--- src/rtl/tksrt_pkg.sv ---
// ============================================================================
// tksrt_pkg - shared types and constants of the top-k sorted record table
// Field widths, opcodes, default sizes and the record type held by each cell.
// ============================================================================
`default_nettype none

package tksrt_pkg;

    localparam int DEPTH_DEF      = 8;
    localparam int LANG_COUNT_DEF = 3;

    localparam int AMOUNT_W      = 24;
    localparam int TS_W          = 32;
    localparam int LANG_W        = 2;
    localparam int LEVEL_W       = 4;
    localparam int READ_IDX_W    = 3;
    localparam int RANK_W        = 3;
    localparam int ENTRY_COUNT_W = 4;

    localparam logic OP_INSERT = 1'b0;
    localparam logic OP_READ   = 1'b1;

    typedef struct packed {
        logic [AMOUNT_W-1:0] amount;
        logic [TS_W-1:0]     timestamp;
        logic [LANG_W-1:0]   language;
        logic [LEVEL_W-1:0]  level;
    } rec_t;

    // insert command broadcast to every cell
    typedef struct packed {
        logic en;
        rec_t rec;
    } ins_t;

endpackage : tksrt_pkg

`default_nettype wire

--- src/rtl/tksrt_cell.sv ---
// ============================================================================
// tksrt_cell - one slot of the sorted table
// Holds one record; on insert it keeps, takes the new record, or shifts in
// its left neighbor's record.
// ============================================================================
`default_nettype none

module tksrt_cell
    import tksrt_pkg::*;
(
    input  wire logic clk,
    input  wire logic rst_n,
    input  wire ins_t ins,
    input  wire rec_t left_rec,
    input  wire logic left_valid,
    input  wire logic left_keep,
    output rec_t      rec,
    output logic      valid,
    output logic      keep,
    output logic      take_new
);

    rec_t rec_reg;
    rec_t rec_next;
    logic valid_reg;
    logic valid_next;

    // entry stays put when it ranks at or above the new amount
    assign keep     = valid_reg && (rec_reg.amount >= ins.rec.amount);
    assign take_new = ins.en && !keep && left_keep;

    always_comb
    begin
        rec_next   = rec_reg;
        valid_next = valid_reg;
        if (ins.en && !keep)
        begin
            rec_next   = left_keep ? ins.rec : left_rec;
            valid_next = valid_reg | left_valid;
        end
    end

    always_ff @(posedge clk or negedge rst_n)
    begin
        if (!rst_n)
        begin
            valid_reg <= 1'b0;
        end
        else
        begin
            valid_reg <= valid_next;
        end
    end

    always_ff @(posedge clk)
    begin
        rec_reg <= rec_next;
    end

    assign rec   = rec_reg;
    assign valid = valid_reg;

endmodule : tksrt_cell

`default_nettype wire

--- src/rtl/top_k_sorted_record_table.sv ---
// ============================================================================
// top_k_sorted_record_table - top-k table of records sorted by amount
// A row of compare-and-shift cells keeps up to DEPTH records, highest amount
// first; an insert places a record and a read returns one slot.
// ============================================================================
//
//   channel | handshake                 | payload
//   --------+---------------------------+--------------------------------------
//   in      | in_valid / in_stall       | opcode amount timestamp language
//           |                           | reached_level read_index
//   out     | out_valid / out_stall     | accepted rank entry_count read_valid
//           |                           | read_amount read_timestamp
//           |                           | read_language read_level
//
// Cycles: one transfer per clock unless stalled. Every cell compares its
//   amount with the incoming one in parallel, so an insert settles in the same
//   cycle it is taken; its result is in the output register in the next cycle.
// Reset: clears the cell valid bits, the count and out_valid; record
//   contents are left as they are and are never read before being written.
// Stalls: a single output register; in_stall is raised while a result sits
//   in it and out_stall is high, so the next item waits until it drains.
// ============================================================================
`default_nettype none

module top_k_sorted_record_table
    import tksrt_pkg::*;
#(
    parameter int DEPTH      = DEPTH_DEF,
    parameter int LANG_COUNT = LANG_COUNT_DEF
)
(
    input  wire logic                     clk,
    input  wire logic                     rst_n,

    input  wire logic                     in_valid,
    output logic                          in_stall,
    input  wire logic                     opcode,
    input  wire logic [AMOUNT_W-1:0]      amount,
    input  wire logic [TS_W-1:0]          timestamp,
    input  wire logic [LANG_W-1:0]        language,
    input  wire logic [LEVEL_W-1:0]       reached_level,
    input  wire logic [READ_IDX_W-1:0]    read_index,

    output logic                          out_valid,
    input  wire logic                     out_stall,
    output logic                          accepted,
    output logic [RANK_W-1:0]             rank,
    output logic [ENTRY_COUNT_W-1:0]      entry_count,
    output logic                          read_valid,
    output logic [AMOUNT_W-1:0]           read_amount,
    output logic [TS_W-1:0]               read_timestamp,
    output logic [LANG_W-1:0]             read_language,
    output logic [LEVEL_W-1:0]            read_level
);

    localparam int IDX_W = (DEPTH > 1) ? $clog2(DEPTH) : 1;
    localparam int CNT_W = $clog2(DEPTH + 1);

    // handshake and count
    logic             out_valid_reg;
    logic             out_valid_next;
    logic [CNT_W-1:0] count_reg;
    logic [CNT_W-1:0] count_next;
    logic             in_xfer;

    // result payload registers
    logic                     accepted_reg;
    logic [RANK_W-1:0]        rank_reg;
    logic [ENTRY_COUNT_W-1:0] entry_count_reg;
    logic                     read_valid_reg;
    rec_t                     read_rec_reg;
    logic                     accepted_next;
    logic [RANK_W-1:0]        rank_next;
    logic [ENTRY_COUNT_W-1:0] entry_count_next;
    logic                     read_valid_next;
    rec_t                     read_rec_next;

    // cell row
    ins_t             ins;
    rec_t             cell_rec   [DEPTH];
    logic             cell_valid [DEPTH];
    logic             cell_keep  [DEPTH];
    logic [DEPTH-1:0] take_new;
    rec_t             left_rec   [DEPTH];
    logic             left_valid [DEPTH];
    logic             left_keep  [DEPTH];

    logic             any_take;
    logic [IDX_W-1:0] ins_pos;
    logic             rd_hit;
    rec_t             rd_rec;

    assign in_stall = out_valid_reg && out_stall;
    assign in_xfer  = in_valid && !in_stall;

    // Insert command: zero amounts never enter, out-of-range tags fold to 0.
    always_comb
    begin
        ins.en               = in_xfer && (opcode == OP_INSERT) && (amount != '0);
        ins.rec.amount       = amount;
        ins.rec.timestamp    = timestamp;
        ins.rec.language     = (32'(language) >= 32'(LANG_COUNT)) ? '0 : language;
        ins.rec.level        = reached_level;
    end

    // Cell 0 sees a virtual "always keep" neighbor so the new record lands
    // there when every stored amount is lower.
    for (genvar g = 0; g < DEPTH; g++)
    begin : g_cell
        if (g == 0)
        begin : g_head
            assign left_rec[g]   = ins.rec;
            assign left_valid[g] = 1'b1;
            assign left_keep[g]  = 1'b1;
        end
        else
        begin : g_body
            assign left_rec[g]   = cell_rec[g-1];
            assign left_valid[g] = cell_valid[g-1];
            assign left_keep[g]  = cell_keep[g-1];
        end

        tksrt_cell u_cell
        (
            .clk        (clk),
            .rst_n      (rst_n),
            .ins        (ins),
            .left_rec   (left_rec[g]),
            .left_valid (left_valid[g]),
            .left_keep  (left_keep[g]),
            .rec        (cell_rec[g]),
            .valid      (cell_valid[g]),
            .keep       (cell_keep[g]),
            .take_new   (take_new[g])
        );
    end

    // At most one cell takes the new record; its index is the rank.
    // No taker on a full table means the insert was rejected.
    always_comb
    begin
        any_take = |take_new;
        ins_pos  = '0;
        for (int i = 0; i < DEPTH; i++)
        begin
            if (take_new[i])
            begin
                ins_pos = ins_pos | IDX_W'(i);
            end
        end
    end

    // read port: slot select from the row
    always_comb
    begin
        rd_hit = (32'(read_index) < 32'(count_reg));
        rd_rec = '0;
        for (int i = 0; i < DEPTH; i++)
        begin
            if (32'(read_index) == 32'(i))
            begin
                rd_rec = cell_rec[i];
            end
        end
    end

    always_comb
    begin
        count_next = count_reg;
        if (any_take && (count_reg != CNT_W'(DEPTH)))
        begin
            count_next = count_reg + CNT_W'(1);
        end
    end

    always_comb
    begin
        accepted_next    = any_take;
        rank_next        = any_take ? RANK_W'(ins_pos) : '0;
        entry_count_next = ENTRY_COUNT_W'(count_next);
        read_valid_next  = 1'b0;
        read_rec_next    = '0;
        if ((opcode == OP_READ) && rd_hit)
        begin
            read_valid_next = 1'b1;
            read_rec_next   = rd_rec;
        end
    end

    always_comb
    begin
        out_valid_next = out_valid_reg;
        if (in_xfer)
        begin
            out_valid_next = 1'b1;
        end
        else if (!out_stall)
        begin
            out_valid_next = 1'b0;
        end
    end

    always_ff @(posedge clk or negedge rst_n)
    begin
        if (!rst_n)
        begin
            out_valid_reg <= 1'b0;
            count_reg     <= '0;
        end
        else
        begin
            out_valid_reg <= out_valid_next;
            count_reg     <= count_next;
        end
    end

    always_ff @(posedge clk)
    begin
        if (in_xfer)
        begin
            accepted_reg    <= accepted_next;
            rank_reg        <= rank_next;
            entry_count_reg <= entry_count_next;
            read_valid_reg  <= read_valid_next;
            read_rec_reg    <= read_rec_next;
        end
    end

    assign out_valid      = out_valid_reg;
    assign accepted       = accepted_reg;
    assign rank           = rank_reg;
    assign entry_count    = entry_count_reg;
    assign read_valid     = read_valid_reg;
    assign read_amount    = read_rec_reg.amount;
    assign read_timestamp = read_rec_reg.timestamp;
    assign read_language  = read_rec_reg.language;
    assign read_level     = read_rec_reg.level;

endmodule : top_k_sorted_record_table

`default_nettype wire

--- config.mk ---
export PLATFORM = sky130hd
export DESIGN_NAME = top_k_sorted_record_table
export DESIGN_NICKNAME = d
export VERILOG_FILES = /design/src/rtl/tksrt_pkg.sv /design/src/rtl/tksrt_cell.sv /design/src/rtl/top_k_sorted_record_table.sv
export SDC_FILE = /design/constraint.sdc
export NUM_CORES = 1
export LEC_CHECK = 0
export BUFFER_PORTS_ARGS = -buffer_cell sky130_fd_sc_hd__buf_2
export CORE_UTILIZATION = 35
export DETAILED_ROUTE_END_ITERATION = 10
export HOLD_SLACK_MARGIN = 0.08
export PLACE_DENSITY = 0.52
export SETUP_SLACK_MARGIN = 0.5
export SLEW_MARGIN = 20
export SYNTH_ARGS = -nofsm -noshare
export SYNTH_HDL_FRONTEND = slang
export SYNTH_HIERARCHICAL = 1
export SYNTH_SLANG_ARGS = --single-unit
--- constraint.sdc ---
create_clock -name clk -period 9.7 [get_ports clk]
set_input_delay 1.455 -clock clk [delete_from_list [all_inputs] [get_ports clk]]
set_output_delay 1.455 -clock clk [all_outputs]
set_load 0.01 [all_outputs]
Yosys cells after proc, flatten, opt, wreduce, memory -nomap -nowiden
Cells that the tools add are included.
Cells by class
  add/sub/neg operators: 1
  magnitude comparators: 10
  equality and inequality tests: 9
  mux-type cells: 27
  bitwise logic cells: 8
  reduce and logical (&&, ||, !) cells: 41
Operator list (count)
  two-way mux 62 bit: 15
  >= comparator 24 bit: 8
  logical AND 1 bit: 29
  nonzero test 24 bit: 1
  == test 3 bit, second input constant: 4
  two-way mux 3 bit: 4
  logical NOT 1 bit: 9
  OR reduction 8 bit: 1
  bitwise OR 1 bit: 7
  == test 3 x 2 -> 1 bit, second input constant: 2
  two-way mux 2 bit: 3
  adder 4 x 1 -> 4 bit, second input constant: 1
  < comparator 3 x 4 -> 1 bit: 1
  two-way mux 1 bit: 4
  two-way mux 4 bit: 1
  != test 4 bit, second input constant: 1
  == test 3 x 1 -> 1 bit, second input constant: 1
  logical NOT 3 bit: 1
  >= comparator 2 bit, second input constant: 1
  != test 2 x 1 -> 1 bit, second input constant: 1
  NOT 1 bit: 1
Word-level totals
  register bits: 580
  bits of input ports: 70
  output and inout port bits: 73
  word-level logic and storage cells: 146

Logic depth before layout (Yosys ltp)
  depth in word-level cells: 14
  gate-level depth with buffers: 15
  mapped depth without buffers: 13

By module
The synthesis kept the hierarchy.
By module, submodules not included
  tksrt_cell: times used 8, cells an instance 226, area an instance 3293.2 sq um, seq. area each 1886.8 sq um
  top_k_sorted_record_table: times used 1, cells an instance 828, area an instance 6796.5 sq um, seq. area each 2257.2 sq um

Worst setup path before layout
OpenSTA, ideal clock, no wires.
  path type: input -> register
  start: input port amount[23]
  end: register g_cell[0].u_cell.rec_reg, in the netlist g_cell[0].u_cell/rec[0], enable pin
  setup time: 0.518 ns
  arrival: 7.755 ns
  required time: 9.182 ns
  slack: 1.427 ns
  stages: 5
  path buffers: 0
  cell sequence: nor4_1 -> and4_1 -> a311oi_1 -> inv_1 -> o41ai_2
RTL lines
  start, declared: line top_k_sorted_record_table.sv:38  | input wire logic [AMOUNT_W-1:0] amount,
  end signal, assigned: line tksrt_cell.sv:57  | rec_reg <= rec_next;
  end, declared: line tksrt_cell.sv:23  | rec_t rec_reg;

==> metrics <==
Syn. warnings=6; drt pass-1 iters=5; clock buffer count from CTS=between 70 and 80; CTS sink cnt=580; HP Start=g_cell[7].u_cell/valid; initial antenna violation count=10; Crit Path Max Fanout=47; clk buf depth=3; slew margin rel.=0.2177; Post-CTS Hold Buffers=0; Psw=1.918 mW; Synth Area per Inst=12.57 sq um; Slew Viols, Final=0; WS Path Type=in -> reg; layout cells sized above 1=0.3011; element type at the critical path end=flip-flop; CTS resizes=0; Combinational Power Share=0.176; Placer Congestion=roughly 0.87; status=finished clean; Starting Density=0.3539; Critical Path, Cell by Cell=buf_2 -> inv_1 -> ha_1 -> a21oi_1 -> o21ai_0 -> o2111ai_1 -> a21oi_2 -> o31a_2 -> buf_4 -> nand3b_1 -> o41ai_2 -> nor4_1 -> a32oi_1 -> nand4_1 -> xnor2_1; Routed Antenna Nets=0; CP required=slightly above 10 ns; max incr delay on CP=between 0.7 and 0.8 ns; Min-Delay Path Class=reg -> reg; Sequential Power Share=0.445; Rows=around 110; die area=approximately 96000 sq um; RSZ-0062 raised after global routing=no; area delta synth->final=13.01%; Fillers=a little under 9000; Setup Viol. Count Final=0; MaxCap Viol Count=0; Mapped Cells=around 2600; Post-Syn Area=between 30000 and 40000 sq um; Clock Latency Late Sink=approximately 0.62 ns; I/O pins=143; CORE AREA=about 94000 sq um; pre-CTS setup slack=3.642 ns; DP Wirelength=roughly 64000 um; Port Buffers=around 140; vias per cell=5.514; slowest cell on the critical path=buf_4; final cycle utilization of the critical path=0.5603; Finished Core Util=0.4000; Clk pwr share=0.379; worst reg2reg path endpoint=entry_count[3]; met3 wire length=between 5000 and 6000 um; crit path DAT=slightly below 6 ns; reg2reg start=g_cell[0].u_cell/rec[44]; Power Density=184.0 nW/um^2; final setup margin=roughly 4.3 ns; Post-CTS Setup Inserts=0; Sw Share=0.2784; hold path cells=1; CTS tree=yes; Vert. Die Dim=309.7 um; crit path launch type=input pin; H-tree lvl count=3; Pint=approximately 5 mW; Max Freq=between 0.15 and 0.2 GHz; largest net degree at the start of global routing=about 110; fin nets=about 3000; Hold Fails Final Rpt=0; static leakage=13.98 nW; vias=approximately 22000; Chip Width=309.7 um; Fin Clk Skew=0.03251 ns; vias in the first global route=23159; M1 WL=46040 um; r2r setup slk=~5 ns; met2 wire length=between 50000 and 60000 um; Clk pin slew, worst setup/hold paths=roughly 0.060 ns; clock root cell=clkbuf_16; residual overflow from global routing=0; peak supply drop=roughly 0.17 mV; cells on worst reg2reg path=13; WHS Endpoint=g_cell[7].u_cell/valid; uppermost layer routed=met5; global-route wire length before repair=between 150000 and 200000 um; Global Route Usage Sum=0.2188; DRC viols=0; Post-Route WL=105400 um; worst slew pin tran=around 1.2 ns; Routed WL per cell=between 20 and 30 um; setup TNS=0 ns; final worst path period need=5.435 ns; Iter 0 DRT Violations=about 1700; number of flip-flops in the largest register=496
[metal layers]
metal | vias to the layer above | GRT usage
met5 | - | 0
met4 | 10 | 0.06321
met3 | 172 | 0.03156
met2 | 708 | 0.3709
met1 | 11365 | 0.2888
li1 | 10122 | -
[through the flow]
stage                     instance area, sq um  total power [mW]  instances  hold slack [ns]
after floorplan                          33140             3.860       2636           0.4320
after global placement                   35200             4.308       3929           0.4556
after detailed placement                 35220             4.331       3930           0.4508
after CTS                                37440             6.958       4057           0.4632
after global routing                     37440             7.145       4058           0.4991
final                                    37440             6.888       4058           0.4616
[critical path: cells and delay by family]
family          cells  cell delay, ns
xor+xnor            1            0.17
buf+inv             3            1.18
fa+ha+maj           1            0.31
compound gates      7            2.14
simple gates        3            0.51
[power groups by stage]
| stage | Sequential, mW | Combinational [mW] | Clock (mW) |
|---|---|---|---|
| floorplan | 3.12 | 0.743 | 0 |
| finish | 3.07 | 1.21 | 2.61 |
| detailed placement | 3.12 | 1.21 | 0 |
| CTS | 3.07 | 1.22 | 2.67 |
| global placement | 3.12 | 1.19 | 0 |
| global route | 3.08 | 1.31 | 2.75 |
[worst max path at each step]
stage | start | endpoint | cells after the start
after floorplan | amount[23] | g_cell[7].u_cell/rec[0] | 5
after global placement | amount[6] | entry_count[3] | 15
after detailed placement | amount[6] | entry_count[3] | 15
after CTS | amount[6] | entry_count[3] | 15
after global routing | amount[5] | entry_count[3] | 15
final | amount[5] | entry_count[3] | 15
[layout by cell type (no fill, tap or decap), types with 9 or more instances in the layout]
| cell | n |
|---|---|
| mux2_2 | 497 |
| edfxtp_1 | 567 |
| a221oi_1 | 50 |
| nor3_1 | 50 |
| inv_1 | 208 |
| o211ai_1 | 38 |
| dfrtp_1 | 13 |
| clkinv_2 | 9 |
| clkbuf_16 | 72 |
| o21ai_0 | 81 |
| nand2b_1 | 17 |
| mux2i_1 | 85 |
| nand3b_1 | 19 |
| buf_2 | 140 |
| clkbuf_1 | 19 |
| ha_1 | 196 |
| nand2_1 | 118 |
| a21oi_2 | 16 |
| buf_4 | 36 |
| and2_1 | 47 |
| a211oi_1 | 48 |
| a21oi_1 | 126 |
| clkinv_1 | 12 |
| o2bb2ai_1 | 14 |
| nor2_1 | 190 |
[final cells by class]
class / instances / area [sq um] / area share
flip-flops and latches: 580 / 17350 / 0.4634
multi-input cells: 1707 / 14490 / 0.3869
clock buffers: 94 / 1914 / 0.05113
well taps: 1254 / 1569 / 0.04190
repair buffers: 179 / 1020 / 0.02723
inverters: 210 / 793.3 / 0.02119
clock inverters: 33 / 307.8 / 0.008220
diodes: 1 / 2.502 / 0.00006683
No activity file was read; power rests on OpenSTA's default activity.
